==> src/rtl/rsi_pkg.sv <==
package rsi_pkg;

    // Default coordinate format: Q16.16 in 32 bits.
    localparam int COORD_WIDTH_DEF = 32;
    localparam int FRAC_BITS_DEF   = 16;

    // Configuration register index width and register map.
    localparam int CFG_INDEX_W = 3;

    typedef enum logic [CFG_INDEX_W-1:0] {
        REG_CENTER_X = 3'd0,
        REG_CENTER_Y = 3'd1,
        REG_CENTER_Z = 3'd2,
        REG_RADIUS   = 3'd3
    } cfg_reg_t;

endpackage

==> src/rtl/rsi_sqrt.sv <==
module rsi_sqrt
    import rsi_pkg::*;
#(
    parameter int N      = COORD_WIDTH_DEF - 1,
    parameter int SIDE_W = 8
)
(
    input  logic              clk,
    input  logic              rst_n,
    input  logic              en,
    input  logic              in_valid,
    input  logic [2*N-1:0]    rad,
    input  logic [SIDE_W-1:0] side_in,
    output logic              out_valid,
    output logic [N-1:0]      root,
    output logic [SIDE_W-1:0] side_out
);

    // One root bit per stage, restoring method.
    logic [2*N-1:0]    rad_src  [N];
    logic [N:0]        rem_src  [N];
    logic [N-1:0]      root_src [N];
    logic              vld_src  [N];
    logic [SIDE_W-1:0] side_src [N];

    logic [2*N-1:0]    rad_reg  [N];
    logic [N:0]        rem_reg  [N];
    logic [N-1:0]      root_reg [N];
    logic              vld_reg  [N];
    logic [SIDE_W-1:0] side_reg [N];

    assign rad_src[0]  = rad;
    assign rem_src[0]  = '0;
    assign root_src[0] = '0;
    assign vld_src[0]  = in_valid;
    assign side_src[0] = side_in;

    for (genvar k = 0; k < N; k++)
    begin : g_stage
        logic [N+2:0] rem_sh;
        logic [N+2:0] trial;
        logic         take;
        logic [N:0]   rem_next;
        logic [N-1:0] root_next;

        if (k > 0)
        begin : g_link
            assign rad_src[k]  = rad_reg[k-1];
            assign rem_src[k]  = rem_reg[k-1];
            assign root_src[k] = root_reg[k-1];
            assign vld_src[k]  = vld_reg[k-1];
            assign side_src[k] = side_reg[k-1];
        end

        assign rem_sh    = {rem_src[k], rad_src[k][2*N-1:2*N-2]};
        assign trial     = {1'b0, root_src[k], 2'b01};
        assign take      = rem_sh >= trial;
        assign rem_next  = take ? (N+1)'(rem_sh - trial) : rem_sh[N:0];
        assign root_next = {root_src[k][N-2:0], take};

        always_ff @(posedge clk or negedge rst_n)
        begin
            if (!rst_n)
            begin
                vld_reg[k] <= 1'b0;
            end
            else if (en)
            begin
                vld_reg[k] <= vld_src[k];
            end
        end

        always_ff @(posedge clk)
        begin
            if (en)
            begin
                rad_reg[k]  <= {rad_src[k][2*N-3:0], 2'b00};
                rem_reg[k]  <= rem_next;
                root_reg[k] <= root_next;
                side_reg[k] <= side_src[k];
            end
        end
    end

    assign out_valid = vld_reg[N-1];
    assign root      = root_reg[N-1];
    assign side_out  = side_reg[N-1];

endmodule

==> config.mk <==
export PLATFORM = sky130hd
export DESIGN_NAME = rsi_sqrt
export DESIGN_NICKNAME = d
export VERILOG_FILES = /design/src/rtl/rsi_pkg.sv /design/src/rtl/rsi_sqrt.sv
export SDC_FILE = /design/constraint.sdc
export NUM_CORES = 2
export LEC_CHECK = 0
export ABC_AREA = 0
export ABC_CLOCK_PERIOD_IN_PS = 3900
export BUFFER_PORTS_ARGS = -buffer_cell sky130_fd_sc_hd__buf_2
export CORE_ASPECT_RATIO = 2
export CORE_MARGIN = 2
export CORE_UTILIZATION = 23
export CTS_BUF_LIST = sky130_fd_sc_hd__clkbuf_16
export DETAILED_ROUTE_END_ITERATION = 7
export PLACE_DENSITY = 0.48
export SKIP_CTS_REPAIR_TIMING = 1
export SLEW_MARGIN = 20
export SYNTH_ARGS = -nofsm -noshare
export SYNTH_HDL_FRONTEND = slang
export SYNTH_MEMORY_MAX_BITS = 65536
export SYNTH_SLANG_ARGS = --single-unit
==> constraint.sdc <==
create_clock -name clk -period 3.9 [get_ports clk]
set_clock_uncertainty 0.2 [all_clocks]
set_input_delay 0.195 -clock clk [delete_from_list [all_inputs] [get_ports clk]]
set_output_delay 0.195 -clock clk [all_outputs]
set_load 0.01 [all_outputs]
Word-level counts from Yosys, hierarchy flattened --
Memory sizes are Yosys's and may differ from the RTL's. Index checks and enable logic that the tools add are counted.
Operators by class: $add $sub $neg 31, muxes and demuxes 33, magnitude comparators 31
Operators with widths (count):
- $ge 34x33->1 | 30
- $mux 32 | 31
- $sub 32x32->32 | 30
- $sub 2x1->3 const B | 1
- $ge 2x1->1 const B | 1
- $mux 1 | 2
Word-level totals: memories 4, bits in writable memories 4061, register bits 31, logic and storage cells 130, input bits 74
Memories:
- rad_reg | words 31, width 60, read ports 30, clocked after memory_dff 0, wr ports 31, line rsi_sqrt.sv:26 | logic [2*N-1:0] rad_reg [N];
- rem_reg | words 31, width 32, read ports 30, clocked after memory_dff 0, wr ports 31, line rsi_sqrt.sv:27 | logic [N:0] rem_reg [N];
- root_reg | words 31, width 31, read ports 31, clocked after memory_dff 0, wr ports 31, line rsi_sqrt.sv:28 | logic [N-1:0] root_reg [N];
- side_reg | words 31, width 8, read ports 31, clocked after memory_dff 0, wr ports 31, line rsi_sqrt.sv:30 | logic [SIDE_W-1:0] side_reg [N];

Depth between registers and ports, before layout --
An unclocked memory read counts as a cell.
depth in word-level cells 3, mapped depth 14, gate-level depth less buffers 12

Least setup slack after synthesis --
No wires, ideal clock.
path kind reg2reg, from mem rem_reg[21][0] (netlist name), to mem rem_reg[22][12] (netlist name), data pin, data arrival time 3284 ps, period minus slack after synthesis 3744 ps, data required time 3440 ps, slack 156 ps, stages on the path, launching flop included 12, path through edfxtp_1 -> ha_1 -> nor2b_1 -> o31ai_1 -> o2bb2ai_1 -> o21ai_0 -> o31ai_1 -> a2bb2oi_1 -> or3b_2 -> clkbuf_1 -> clkbuf_1 -> mux2_2
RTL lines (line):
- start: declaration | rsi_sqrt.sv:27

==> results.yml <==
floorplanning:
  design.core.area_sq_um: 510000
  num_rows: 371
  die_x_um: 510
  die_h_um: 1020
  start_util_pct: 23.1
  ioPinCount: 114
  die-area_sq_um: 517000
synthesis:
  synth_cell_type_count: 92
  synth_fa_ha_area_share_pct: 5.62
  synth-seq-cells: 2619
  synth-edff-count: 2588
  async_flop_share_pct: 1.18
  synth_top_cells_by_count: "edfxtp_1, inv_1, a21oi_1"
  synth_mux_area_share_pct: 1.30
  yosysTopAreaCell: "edfxtp_1"
  synth_top_area_share_pct: 66.1
  synthesis.nets: 9307
  synth_xor_area_share_pct: 5.60
  synth_area_leaders: "edfxtp_1, ha_1, xnor2_1"
  synth_area_sq_um: 118000
  synth.most_common_cell: "edfxtp_1"
  synth_top_family_by_area: "compound AO/OA/AOI/OAI gates"
  synthSimpleGateAreaFrac_pct: 9.00
  syn_inst: 8705
  synth_compound_area_share_pct: 9.04
  seq_area_frac_synth_pct: 66.7
  yosys_warnings: 0
  synth_ff_type: "edfxtp_1"
  synth_area_per_cell_sq_um: 13.5
flow_run:
  cap_violations: 0
drt:
  viasPerCell: 4.23
  totalWireLength_um: 310000
  first_pass_iters: 7
  routedWlPerCell_um: 18.3
  ant_nets: 0
  drc: 0
  drt-initial-drc-count: 2882
  vias: 71500
cts:
  clk_latency_ns: 0.91
  cts_tree: "built"
  clock_path_buffers: 4
  clk_pin_slew_worst_paths_ns: 0.06
  htree_levels: 5
  cts_sinks: 2619
  numCtsBuffers: 277
  cts.root.buffer_cell: "clkbuf_16"
layout:
  layout.nets: 10600
  syn_to_final_growth_pct: 22.6
  largest_register_ffs: 930
  regArea_sq_um: 78500
  nFillCells: 52100
  stdcell_area_sq_um: 144000
  multi_input_area_sq_um: 36400
  drive_gt1_share_pct: 16.4
sta:
  fmax_ghz: 0.260
  rsz0062_at_grt: "true"
  setup_tns_ns: 0
  drv_slew: 0
  finalWorstSetupSlack_ns: 0.0560
  timing_hold_violations_final: 0
  setup_viol: 0
  worst_pin_slew_ns: 1.04
  min_period_ns: 3.84
  holdWs_ns: 0.143
  post-route-period-util_pct: 98.6
  relSlewSlack_pct: 29.9
placed_design:
  placed_area_sq_um: 133000
  dp_slack_ns: -0.696
  gp_congestion: 0.907
  io_buffers: 113
  dp_hpwl_um: 235000
global_routing:
  grt_max_degree: 99
  antenna_found_initial: 5
  grt_pass1_vias: 76200
  grt_overflow: 0
  grt_pass1_wl_um: 447000
  grt_usage_pct: 11.6
critical_path:
  worstSetupStartpointType: "register"
  reg2reg_depth: 12
  arrival_ns: 4.27
  r2r_setup_slack_ns: 0.06
  reg2reg_from: "rem_reg[25][2]"
  r2r_end: "rem_reg[26][31]"
  worst-setup-path-type: "register to register"
  end_kind: "register"
  path_max_fanout: 3
  worstPathRequired_ns: 4.33
power_and_ir_drop:
  powerDensity_nw_per_um2: 569
  p_leak_nw: 54.7
  vdd_drop_max_mv: 0.430
  power_w: 0.0821
min_path:
  hold_path.class: "register to register"
  min-delay-start: "rad_reg[2][29]"
  min_path_cells: 0
  whs_endpoint: "rad_reg[3][31]"
status:
  status: "complete, no violations"
cells by family (layout without fill, tap and decap cells):
group,Yosys count,after routing
adders and majority gates,528,528
AOI/OAI and AO/OA,1708,1708
xor gates and xnor gates,752,752
other,1,8
and+or+nand+nor,2125,2126
DFF,2619,2619
muxes,137,137
buffers and inverters,835,2305
layout by cell type, fill, tap and decap left out, drive strengths merged, types with 217 or more instances in the layout:
cell | Yosys | routed
clkbuf | 154 | 282
ha | 528 | 528
xnor2 | 396 | 396
nor3 | 217 | 217
buf | 20 | 1007
o21ai | 422 | 422
nand2 | 537 | 537
edfxtp | 2588 | 2588
a21oi | 538 | 538
xor2 | 356 | 356
nor2 | 516 | 517
inv | 658 | 725
critical path, stage by stage (launching register included):
cell       delay, ns
edfxtp_1        0.40
ha_1            0.34
a2111oi_2       0.33
buf_4           0.18
o21ai_0         0.23
a22oi_1         0.41
buf_4           0.17
a21oi_1         0.11
o31a_1          0.41
nand4_1         0.13
nand3b_1        0.13
a21oi_1         0.20
mux2_2          0.35
how the worst max path moves through the flow:
stage	from	to	slack [ns]	cells past startpoint
after floorplan	rem_reg[21][0]	rem_reg[22][12]	0.16	11
after global placement	rem_reg[19][0]	rem_reg[20][31]	-0.64	14
after detailed placement	root_reg[16][0]	rem_reg[17][25]	-0.70	12
after CTS	root_reg[16][0]	rem_reg[17][25]	-0.75	12
after global routing	rem_reg[27][5]	rem_reg[28][16]	-0.04	13
final	rem_reg[25][2]	rem_reg[26][31]	0.06	12
layout make-up:
cell class | count | area share, %
antenna | 7 | 0.0122
clock buffer | 282 | 4.90
clock inverter | 209 | 1.20
inverter | 661 | 1.72
multi-input combinational | 5252 | 25.3
sequential | 2619 | 54.5
tap | 6714 | 5.83
timing repair buffer | 1153 | 6.62
metal layers:
| layer | global-route usage, % | share of wire, % | routed length (um) | vias up |
|---|---|---|---|---|
| met5 | 0 | 0 | 0 | - |
| met4 | 10.5 | 11 | 33200 | 0 |
| met3 | 1.50 | 2.5 | 7870 | 897 |
| met2 | 25.5 | 61 | 190000 | 1244 |
| met1 | 7.46 | 25 | 78600 | 34500 |
| li1 | - | - | - | 34800 |
stage by stage:
step,std cells,util [%]
after floorplan,8705,-
after global routing,16900,28.3
final,16900,28.3
after global placement,16200,26.2
after detailed placement,16200,26.2
after CTS,16700,27.9
where the power goes:
part	switching (W)	internal, W	total, W
combinational	0.0104	0.00803	0.0185
sequential	0.00202	0.0353	0.0373
clock	0.0116	0.0147	0.0262
(Power assumes the default switching activity.)
